===== config.mk =====
export PLATFORM = sky130hd
export DESIGN_NAME = baro_sensor_compensation_core
export DESIGN_NICKNAME = d
export VERILOG_FILES = /design/src/rtl/core/bsc_pkg.sv /design/src/rtl/core/bsc_mul.sv /design/src/rtl/core/bsc_div.sv /design/src/rtl/core/baro_sensor_compensation_core.sv
export SDC_FILE = /design/constraint.sdc
export NUM_CORES = 2
export LEC_CHECK = 0
export BUFFER_PORTS_ARGS = -buffer_cell sky130_fd_sc_hd__buf_2
export CELL_PAD_IN_SITES_DETAIL_PLACEMENT = 0
export CELL_PAD_IN_SITES_GLOBAL_PLACEMENT = 2
export CORE_MARGIN = 1.5
export CORE_UTILIZATION = 42
export DETAILED_ROUTE_END_ITERATION = 10
export PLACE_DENSITY_LB_ADDON = 0.15
export SLEW_MARGIN = 0
export SYNTH_ARGS = -nofsm -noshare
export SYNTH_HDL_FRONTEND = slang
export SYNTH_SLANG_ARGS = --single-unit
export TNS_END_PERCENT = 100

===== constraint.sdc =====
create_clock -name clock -period 7.29 [get_ports clock]
set_input_delay 1.458 -clock clock [delete_from_list [all_inputs] [get_ports clock]]
set_output_delay 1.458 -clock clock [all_outputs]
set_load 0.01 [all_outputs]

===== src/rtl/core/bsc_pkg.sv =====
// Shared types, constants and helpers for the barometric compensation core.
`timescale 1ns / 1ps
package bsc_pkg;

   localparam int DATA_W    = 64;
   localparam int RAW_W     = 20;
   localparam int CSR_IDX_W = 4;
   localparam int CSR_W     = 64;

   // csr register indexes
   localparam logic [CSR_IDX_W-1:0] REG_S0_TEMP  = 4'd0;
   localparam logic [CSR_IDX_W-1:0] REG_S0_PLO   = 4'd1;
   localparam logic [CSR_IDX_W-1:0] REG_S0_PHI   = 4'd2;
   localparam logic [CSR_IDX_W-1:0] REG_S0_P9    = 4'd3;
   localparam logic [CSR_IDX_W-1:0] REG_S1_TEMP  = 4'd4;
   localparam logic [CSR_IDX_W-1:0] REG_S1_PLO   = 4'd5;
   localparam logic [CSR_IDX_W-1:0] REG_S1_PHI   = 4'd6;
   localparam logic [CSR_IDX_W-1:0] REG_S1_P9    = 4'd7;

   localparam logic CMD_TEMP  = 1'b0;
   localparam logic CMD_PRESS = 1'b1;

   localparam logic [63:0] FT_OFFSET  = 64'd128000;
   localparam logic [63:0] P_BASE     = 64'd1048576;
   localparam logic [63:0] P_SCALE    = 64'd3125;
   localparam logic [63:0] ONE_47     = 64'h0000_8000_0000_0000;
   localparam logic [31:0] T_ROUND    = 32'd128;

   typedef struct packed {
      logic             command;
      logic             sensor_select;
      logic [RAW_W-1:0] raw_reading;
   } req_type;

   typedef struct packed {
      logic               result_kind;
      logic signed [31:0] temperature_centi;
      logic [31:0]        pressure_q24_8;
      logic               divide_by_zero;
   } rsp_type;

   function automatic logic [63:0] sx16(input logic [15:0] v);
      return {{48{v[15]}}, v};
   endfunction

endpackage


===== src/rtl/core/bsc_mul.sv =====
// Shift-add multiplier, one multiplier bit per cycle, low product bits kept.
`timescale 1ns / 1ps
module bsc_mul import bsc_pkg::*; #(
   parameter int WIDTH = DATA_W
) (
   input  logic             clock,
   input  logic             reset,
   input  logic             start,
   input  logic [WIDTH-1:0] op_a,
   input  logic [WIDTH-1:0] op_b,
   output logic             done,
   output logic [WIDTH-1:0] product
);

   logic             busy_ff, busy_in;
   logic [WIDTH-1:0] a_ff, a_in, b_ff, b_in, prod_ff, prod_in;

   assign done    = busy_ff && (b_ff == '0);
   assign product = prod_ff;

   always_comb begin
      busy_in = busy_ff;
      a_in    = a_ff;
      b_in    = b_ff;
      prod_in = prod_ff;
      if (start) begin
         busy_in = 1'b1;
         a_in    = op_a;
         b_in    = op_b;
         prod_in = '0;
      end else if (busy_ff) begin
         if (b_ff == '0) begin
            busy_in = 1'b0;
         end else begin
            if (b_ff[0]) prod_in = prod_ff + a_ff;
            a_in = {a_ff[WIDTH-2:0], 1'b0};
            b_in = {1'b0, b_ff[WIDTH-1:1]};
         end
      end
   end

   always_ff @(posedge clock) begin
      if (reset) begin
         busy_ff <= 1'b0;
      end else begin
         busy_ff <= busy_in;
      end
      a_ff    <= a_in;
      b_ff    <= b_in;
      prod_ff <= prod_in;
   end

endmodule


===== src/rtl/core/bsc_div.sv =====
// Restoring unsigned divider, one quotient bit per cycle.
`timescale 1ns / 1ps
module bsc_div import bsc_pkg::*; #(
   parameter int WIDTH = DATA_W
) (
   input  logic             clock,
   input  logic             reset,
   input  logic             start,
   input  logic [WIDTH-1:0] numer,
   input  logic [WIDTH-1:0] denom,
   output logic             done,
   output logic [WIDTH-1:0] quotient
);

   localparam int CNT_W = $clog2(WIDTH + 1);
   localparam logic [CNT_W-1:0] LAST = CNT_W'(WIDTH);

   logic             busy_ff, busy_in;
   logic [CNT_W-1:0] cnt_ff, cnt_in;
   logic [WIDTH-1:0] rem_ff, rem_in, quo_ff, quo_in, den_ff, den_in;
   logic [WIDTH:0]   shifted, diff;

   assign done     = busy_ff && (cnt_ff == LAST);
   assign quotient = quo_ff;
   assign shifted  = {rem_ff, quo_ff[WIDTH-1]};
   assign diff     = shifted - {1'b0, den_ff};

   always_comb begin
      busy_in = busy_ff;
      cnt_in  = cnt_ff;
      rem_in  = rem_ff;
      quo_in  = quo_ff;
      den_in  = den_ff;
      if (start) begin
         busy_in = 1'b1;
         cnt_in  = '0;
         rem_in  = '0;
         quo_in  = numer;
         den_in  = denom;
      end else if (busy_ff) begin
         if (cnt_ff == LAST) begin
            busy_in = 1'b0;
         end else begin
            cnt_in = cnt_ff + 1'b1;
            if (!diff[WIDTH]) begin
               rem_in = diff[WIDTH-1:0];
               quo_in = {quo_ff[WIDTH-2:0], 1'b1};
            end else begin
               rem_in = shifted[WIDTH-1:0];
               quo_in = {quo_ff[WIDTH-2:0], 1'b0};
            end
         end
      end
   end

   always_ff @(posedge clock) begin
      if (reset) begin
         busy_ff <= 1'b0;
         cnt_ff  <= '0;
      end else begin
         busy_ff <= busy_in;
         cnt_ff  <= cnt_in;
      end
      rem_ff <= rem_in;
      quo_ff <= quo_in;
      den_ff <= den_in;
   end

endmodule


===== src/rtl/core/baro_sensor_compensation_core.sv =====
// Top level of the barometric compensation core: sequencer, coefficients, result register.
`timescale 1ns / 1ps
// One word at a time. A temperature word runs three passes of the shared
// bit-serial multiplier; a pressure word runs ten multiplier passes and one
// divide. A multiplier pass shifts through its multiplier only up to the
// highest set bit. A zero divisor ends a pressure word after six passes.
// The next word is taken once the previous result has been loaded into the
// output register.
module baro_sensor_compensation_core import bsc_pkg::*; (
   input  logic                 clock,
   input  logic                 reset,
   input  logic                 req_valid,
   output logic                 req_ready,
   input  req_type              req_data,
   output logic                 rsp_valid,
   input  logic                 rsp_ready,
   output rsp_type              rsp_data,
   input  logic                 csr_write_en,
   input  logic [CSR_IDX_W-1:0] csr_index,
   input  logic [CSR_W-1:0]     csr_wdata
);

   localparam logic [1:0] ST_IDLE  = 2'd0;
   localparam logic [1:0] ST_ISSUE = 2'd1;
   localparam logic [1:0] ST_WAIT  = 2'd2;
   localparam logic [1:0] ST_OUT   = 2'd3;

   localparam logic [3:0] S_T0  = 4'd0;
   localparam logic [3:0] S_T1  = 4'd1;
   localparam logic [3:0] S_T2  = 4'd2;
   localparam logic [3:0] S_P0  = 4'd3;
   localparam logic [3:0] S_P1  = 4'd4;
   localparam logic [3:0] S_P2  = 4'd5;
   localparam logic [3:0] S_P3  = 4'd6;
   localparam logic [3:0] S_P4  = 4'd7;
   localparam logic [3:0] S_P5  = 4'd8;
   localparam logic [3:0] S_P6  = 4'd9;
   localparam logic [3:0] S_DIV = 4'd10;
   localparam logic [3:0] S_P8  = 4'd11;
   localparam logic [3:0] S_P9  = 4'd12;
   localparam logic [3:0] S_P10 = 4'd13;

   logic [47:0] tc_ff [2];
   logic [63:0] plo_ff [2];
   logic [63:0] phi_ff [2];
   logic [15:0] p9_ff [2];

   logic [1:0]  state_ff, state_in;
   logic [3:0]  step_ff, step_in;
   logic        cmd_ff, cmd_in, sel_ff, sel_in;
   logic [RAW_W-1:0] adc_ff, adc_in;
   logic [31:0] fine_ff, fine_in;
   logic [63:0] m1_ff, m1_in, m_ff, m_in, acc_ff, acc_in, v2_ff, v2_in;
   logic [63:0] d_ff, d_in, p_ff, p_in;
   logic        dz_ff, dz_in;
   logic        rsp_valid_ff, rsp_valid_in;
   rsp_type     rsp_ff, rsp_in;

   logic        mul_start, mul_done, div_start, div_done;
   logic [63:0] mul_a, mul_b, mul_prod, div_q;
   logic [63:0] nmag, dmag;

   logic [47:0] tc;
   logic [63:0] plo, phi;
   logic [63:0] t1, t2, t3, adc64, ta, tb;
   logic [63:0] ft64, v1, num0, a13, pres_sum, pres;
   logic [31:0] ft_w, cent;

   // coefficient views for the selected sensor
   assign tc    = tc_ff[sel_ff];
   assign plo   = plo_ff[sel_ff];
   assign phi   = phi_ff[sel_ff];
   assign t1    = {48'd0, tc[15:0]};
   assign t2    = sx16(tc[31:16]);
   assign t3    = sx16(tc[47:32]);
   assign adc64 = {{(64-RAW_W){1'b0}}, adc_ff};
   assign ta    = (adc64 >> 3) - {t1[62:0], 1'b0};
   assign tb    = (adc64 >> 4) - t1;

   assign ft64  = {{32{fine_ff[31]}}, fine_ff};
   assign v1    = ft64 - FT_OFFSET;
   assign num0  = ((P_BASE - adc64) << 31) - v2_ff;
   assign a13   = 64'($signed(p_ff) >>> 13);

   assign ft_w  = acc_ff[31:0] + 32'($signed(mul_prod[31:0]) >>> 14);
   assign cent  = 32'($signed({fine_ff[29:0], 2'b00} + fine_ff + T_ROUND) >>> 8);
   assign pres_sum = p_ff + acc_ff + v2_ff;
   assign pres  = 64'($signed(pres_sum) >>> 8) + (sx16(phi[47:32]) << 4);

   // sign-magnitude split for the divide
   assign nmag = m1_ff[63] ? (64'd0 - m1_ff) : m1_ff;
   assign dmag = d_ff[63]  ? (64'd0 - d_ff)  : d_ff;

   always_comb begin
      mul_a = v1;
      mul_b = v1;
      case (step_ff)
         S_T0:    begin mul_a = ta;    mul_b = t2; end
         S_T1:    begin mul_a = tb;    mul_b = tb; end
         S_T2:    begin mul_a = m_ff;  mul_b = t3; end
         S_P0:    begin mul_a = v1;    mul_b = v1; end
         S_P1:    begin mul_a = m1_ff; mul_b = sx16(phi[31:16]); end
         S_P2:    begin mul_a = v1;    mul_b = sx16(phi[15:0]); end
         S_P3:    begin mul_a = m1_ff; mul_b = sx16(plo[47:32]); end
         S_P4:    begin mul_a = v1;    mul_b = sx16(plo[31:16]); end
         S_P5:    begin mul_a = ONE_47 + acc_ff; mul_b = {48'd0, plo[15:0]}; end
         S_P6:    begin mul_a = num0;  mul_b = P_SCALE; end
         S_P8:    begin mul_a = sx16(p9_ff[sel_ff]); mul_b = a13; end
         S_P9:    begin mul_a = m_ff;  mul_b = a13; end
         S_P10:   begin mul_a = sx16(phi[63:48]); mul_b = p_ff; end
         default: begin mul_a = v1;    mul_b = v1; end
      endcase
   end

   assign mul_start = (state_ff == ST_ISSUE) && (step_ff != S_DIV);
   assign div_start = (state_ff == ST_ISSUE) && (step_ff == S_DIV);

   always_comb begin
      state_in     = state_ff;
      step_in      = step_ff;
      cmd_in       = cmd_ff;
      sel_in       = sel_ff;
      adc_in       = adc_ff;
      fine_in      = fine_ff;
      m1_in        = m1_ff;
      m_in         = m_ff;
      acc_in       = acc_ff;
      v2_in        = v2_ff;
      d_in         = d_ff;
      p_in         = p_ff;
      dz_in        = dz_ff;
      rsp_valid_in = rsp_valid_ff && !rsp_ready;
      rsp_in       = rsp_ff;
      case (state_ff)
         ST_IDLE: begin
            if (req_valid) begin
               cmd_in   = req_data.command;
               sel_in   = req_data.sensor_select;
               adc_in   = req_data.raw_reading;
               dz_in    = 1'b0;
               step_in  = (req_data.command == CMD_PRESS) ? S_P0 : S_T0;
               state_in = ST_ISSUE;
            end
         end
         ST_ISSUE: state_in = ST_WAIT;
         ST_WAIT: begin
            if ((step_ff == S_DIV) ? div_done : mul_done) begin
               state_in = ST_ISSUE;
               step_in  = step_ff + 4'd1;
               case (step_ff)
                  S_T0: acc_in = {32'd0, 32'($signed(mul_prod[31:0]) >>> 11)};
                  S_T1: m_in   = {32'd0, 32'($signed(mul_prod[31:0]) >>> 12)};
                  S_T2: begin
                     fine_in  = ft_w;
                     state_in = ST_OUT;
                  end
                  S_P0: m1_in = mul_prod;
                  S_P1: v2_in = mul_prod;
                  S_P2: v2_in = v2_ff + (mul_prod << 17) + (sx16(plo[63:48]) << 35);
                  S_P3: acc_in = 64'($signed(mul_prod) >>> 8);
                  S_P4: acc_in = acc_ff + (mul_prod << 12);
                  S_P5: begin
                     d_in = 64'($signed(mul_prod) >>> 33);
                     if (64'($signed(mul_prod) >>> 33) == 64'd0) begin
                        dz_in    = 1'b1;
                        state_in = ST_OUT;
                     end
                  end
                  S_P6: m1_in = mul_prod;
                  S_DIV: p_in = (m1_ff[63] != d_ff[63]) ? (64'd0 - div_q) : div_q;
                  S_P8: m_in = mul_prod;
                  S_P9: acc_in = 64'($signed(mul_prod) >>> 25);
                  S_P10: begin
                     v2_in    = 64'($signed(mul_prod) >>> 19);
                     state_in = ST_OUT;
                  end
                  default: state_in = ST_OUT;
               endcase
            end
         end
         ST_OUT: begin
            if (!rsp_valid_ff || rsp_ready) begin
               rsp_valid_in             = 1'b1;
               rsp_in.result_kind       = cmd_ff;
               rsp_in.divide_by_zero    = dz_ff;
               rsp_in.temperature_centi = (cmd_ff == CMD_TEMP) ? cent : 32'd0;
               rsp_in.pressure_q24_8    = (cmd_ff == CMD_PRESS && !dz_ff) ?
                                          pres[31:0] : 32'd0;
               state_in                 = ST_IDLE;
            end
         end
         default: state_in = ST_IDLE;
      endcase
   end

   always_ff @(posedge clock) begin
      if (reset) begin
         state_ff     <= ST_IDLE;
         step_ff      <= S_T0;
         fine_ff      <= '0;
         rsp_valid_ff <= 1'b0;
         dz_ff        <= 1'b0;
         cmd_ff       <= CMD_TEMP;
         sel_ff       <= 1'b0;
         for (int i = 0; i < 2; i++) begin
            tc_ff[i]  <= '0;
            plo_ff[i] <= '0;
            phi_ff[i] <= '0;
            p9_ff[i]  <= '0;
         end
      end else begin
         state_ff     <= state_in;
         step_ff      <= step_in;
         fine_ff      <= fine_in;
         rsp_valid_ff <= rsp_valid_in;
         dz_ff        <= dz_in;
         cmd_ff       <= cmd_in;
         sel_ff       <= sel_in;
         if (csr_write_en) begin
            case (csr_index)
               REG_S0_TEMP: tc_ff[0]  <= csr_wdata[47:0];
               REG_S0_PLO:  plo_ff[0] <= csr_wdata;
               REG_S0_PHI:  phi_ff[0] <= csr_wdata;
               REG_S0_P9:   p9_ff[0]  <= csr_wdata[15:0];
               REG_S1_TEMP: tc_ff[1]  <= csr_wdata[47:0];
               REG_S1_PLO:  plo_ff[1] <= csr_wdata;
               REG_S1_PHI:  phi_ff[1] <= csr_wdata;
               REG_S1_P9:   p9_ff[1]  <= csr_wdata[15:0];
               default: ;
            endcase
         end
      end
      adc_ff <= adc_in;
      m1_ff  <= m1_in;
      m_ff   <= m_in;
      acc_ff <= acc_in;
      v2_ff  <= v2_in;
      d_ff   <= d_in;
      p_ff   <= p_in;
      rsp_ff <= rsp_in;
   end

   bsc_mul #(.WIDTH(DATA_W)) u_mul (
      .clock   (clock),
      .reset   (reset),
      .start   (mul_start),
      .op_a    (mul_a),
      .op_b    (mul_b),
      .done    (mul_done),
      .product (mul_prod)
   );

   bsc_div #(.WIDTH(DATA_W)) u_div (
      .clock    (clock),
      .reset    (reset),
      .start    (div_start),
      .numer    (nmag),
      .denom    (dmag),
      .done     (div_done),
      .quotient (div_q)
   );

   assign req_ready = (state_ff == ST_IDLE);
   assign rsp_valid = rsp_valid_ff;
   assign rsp_data  = rsp_ff;

endmodule


==> impl_metrics.json <==
{
  "syn_area_per_cell_sq_um": 10.05,
  "finalCritPeriodShare": 0.9288,
  "max_stage_delay_ns": 0.51,
  "postPlaceCellArea_sq_mm": 0.07990,
  "fin_cells": 10150,
  "p_leak_nw": 32.75,
  "dieHeight_um": 428.9,
  "dieArea_sq_mm": 0.1839,
  "muxShareOfSynthArea": 0.02658,
  "grt.total_usage": 0.3225,
  "initial_core_util": 0.4219,
  "clkSinkCount": 1217,
  "syn2layout_area_growth_pct": 11.72,
  "crit_type": "flop to flop",
  "synth_top_family_by_area": "compound AO/OA/AOI/OAI gates",
  "drive_gt1_frac": 0.08958,
  "p_per_area_mw_per_mm2": 279.1,
  "drtPass1Iterations": 7,
  "synthCells": 7582,
  "hold_path_startpoint": "u_mul.product[38]$_SDFFE_PP0P_",
  "vias_per_cell": 6.214,
  "cp_common_cell": "o21ai_0",
  "synth_area_sq_mm": 0.07617,
  "final_util": 0.4713,
  "irDropWorstVdd_mv": 0.2076,
  "num-nets-final": 8259,
  "yosysTopAreaCell": "edfxtp_1",
  "fp-row-count": 156,
  "min_path_type": "flop to flop",
  "cts_tree": "done",
  "io_pins": 163,
  "synthTopCellsByArea": "edfxtp_1 (41%), ha_1 (7.3%), dfxtp_1 (4.7%)",
  "fin_crit_ns": 6.771,
  "fin_skew_ns": 0.06092,
  "io_buffers": 162,
  "hpwlAfterDp_mm": 225.5,
  "dp_cells": 9863,
  "layout_common_cells": "edfxtp_1 (1037), nand2_1 (696), a21oi_1 (612), o21ai_0 (527), nor2_1 (479)",
  "grt_max_degree": 121,
  "cp-start-kind": "flop",
  "cts_buffers": 150,
  "slew_viol_final": 0,
  "max_freq_ghz": 0.1477,
  "synth_compound_gate_area_share": 0.1863,
  "maxSlewHeadroom": 0.1142,
  "wl_per_cell_um": 30.00,
  "cts-resized-gates": 0,
  "synth_cell_types": 88,
  "htreeDepth": 4,
  "drc_errors": 0,
  "grt-ovfl-total": 0,
  "crit_arrival_ns": 7.34,
  "synth_edf_count": 1037,
  "yosys.area_share.simple": 0.1416,
  "crit_required_ns": 7.86,
  "async_reset_ff_frac": 0,
  "final_area_sq_mm": 0.08510,
  "critPathLaunch": "v2_ff[3]$_DFFE_PP_",
  "routed_wl_mm": 304.6,
  "yosysWarningCount": 0,
  "synth_nets": 8196,
  "path_max_fanout": 7,
  "crit_path_top_delay_cell": "fa_1",
  "maxCapViolCount": 0,
  "hold_slack_ns": 0.4338,
  "fp.dieW_um": 428.9,
  "routed-via-count": 63080,
  "clockBufferDepth": 3,
  "grt_pass1_wl_mm": 431.9,
  "grt_pass1_vias": 59190,
  "r2r-start": "v2_ff[3]$_DFFE_PP_",
  "synth_xor_area_frac": 0.06515,
  "clock-root-buffer": "clkbuf_16",
  "synthAdderAreaFrac": 0.09245,
  "rsz0062_at_grt": "no",
  "setup-tns-final_ns": 0,
  "antenna_found_initial": 23,
  "layout_commonest_cell": "edfxtp_1",
  "synthFlopType": "edfxtp_1",
  "synth-seq-cells": 1217,
  "worstSkewPairLatency_ns": 0.85,
  "synth_seq_area_share": 0.4561,
  "finalSetupViolations": 0,
  "hold_buffers": 0,
  "drt-initial-drc-count": 7461,
  "post_cts_buffers": 0,
  "gp_congestion": 0.9754,
  "synth.top_cell.area_share": 0.4088,
  "clk_pin_slew_ns": 0.07,
  "worstMarginPinSlew_ns": 1.318,
  "core_region_area_sq_mm": 0.1805,
  "ant_nets": 0,
  "status": "completed",
  "cp-end-kind": "flop",
  "hold_violations": 0
}
[path summary, 6_finish.rpt]
check        slack [ns]  cells after the start                          to
max                0.52                     25  rsp_data[32]$_SDFFCE_PN0P_
min                0.43                      0           d_ff[5]$_DFFE_PP_
max reg2reg        0.52                     25  rsp_data[32]$_SDFFCE_PN0P_
min reg2reg        0.43                      0           d_ff[5]$_DFFE_PP_
[Yosys cell counts, types with 57 or more instances]
cell type,instances
clkbuf_1,364
and3_1,87
edfxtp_1,1037
a21oi_1,616
inv_1,222
ha_1,446
nor2b_1,58
a22oi_1,57
nor4_1,59
nand2b_1,68
o21ai_0,527
a222oi_1,63
a31oi_1,89
xor2_1,269
nor2_1,484
and2_1,229
a221oi_1,71
o31ai_1,58
o21bai_1,64
mux2i_1,146
dfxtp_1,180
nand4_1,93
nor3_1,169
a21o_1,216
nand3_1,113
a211oi_1,88
nand2_1,706
o22ai_1,67
or3_1,60
xnor2_1,295
fa_1,73
[metrics by stage]
stage	power [mW]	setup slack, ns
after floorplan	13.27	1.281
after global placement	15.77	0.8008
after detailed placement	15.77	0.7002
after CTS	23.67	0.6514
after global routing	24.70	0.1526
final	23.75	0.5192
[flip-flops by register name, summed over array words and instances, names as in the netlist, 2 cells and up, named ones only]
name            flops
phi_ff            128
plo_ff            128
tc_ff              96
acc_ff             64
m1_ff              64
m_ff               64
p_ff               64
u_div.quotient     64
u_div.rem_ff       64
u_mul.a_ff         64
u_mul.b_ff         64
u_mul.product      64
v2_ff              64
rsp_data           58
fine_ff            32
p9_ff              32
u_div.den_ff       32
d_ff               31
adc_ff             20
u_div.cnt_ff        7
step_ff             4
state_ff            2
[critical path, delay by kind of cell (launching register included)]
family / cells / cell delay [ns]
flip-flops: 1 / 0.50
adder cells (fa/ha/maj): 3 / 1.13
AO/OA/AOI/OAI: 12 / 3.36
buffers and inverters: 4 / 0.57
XOR/XNOR: 1 / 0.23
AND/OR/NAND/NOR: 5 / 0.70
[kinds of logic after synthesis]
kind of cell	count (synthesis)
xor+xnor	565
fa+ha+maj	519
buf+inv	637
mux	196
simple gates	2226
compound gates	2221
flops	1217
other cells	1
[layout make-up]
cell class	count	area [sq um]
Inverter	222	833.3
Clock buffer	174	3905
Fill cell	17010	95450
Tap cell	2370	2965
Timing Repair Buffer	326	2079
Sequential cell	1217	34750
Clock inverter	103	1257
Antenna cell	12	30.03
Multi-Input combinational cell	5728	39270
[power breakdown]
| group | leakage [nW] | switching [mW] | total (mW) | internal (mW) |
|---|---|---|---|---|
| clock | 2.49 | 3.36 | 7.90 | 4.54 |
| combinational | 19.2 | 4.70 | 7.38 | 2.68 |
| sequential | 11.1 | 0.411 | 8.48 | 8.07 |
[routing by layer]
layer | global-route usage | routed length [um]
met4 | 0.1087 | 10810
met3 | 0.06241 | 27480
met5 | 0 | 57
met2 | 0.4917 | 133800
met1 | 0.4573 | 132500
Power figures use the tool's default switching activity.
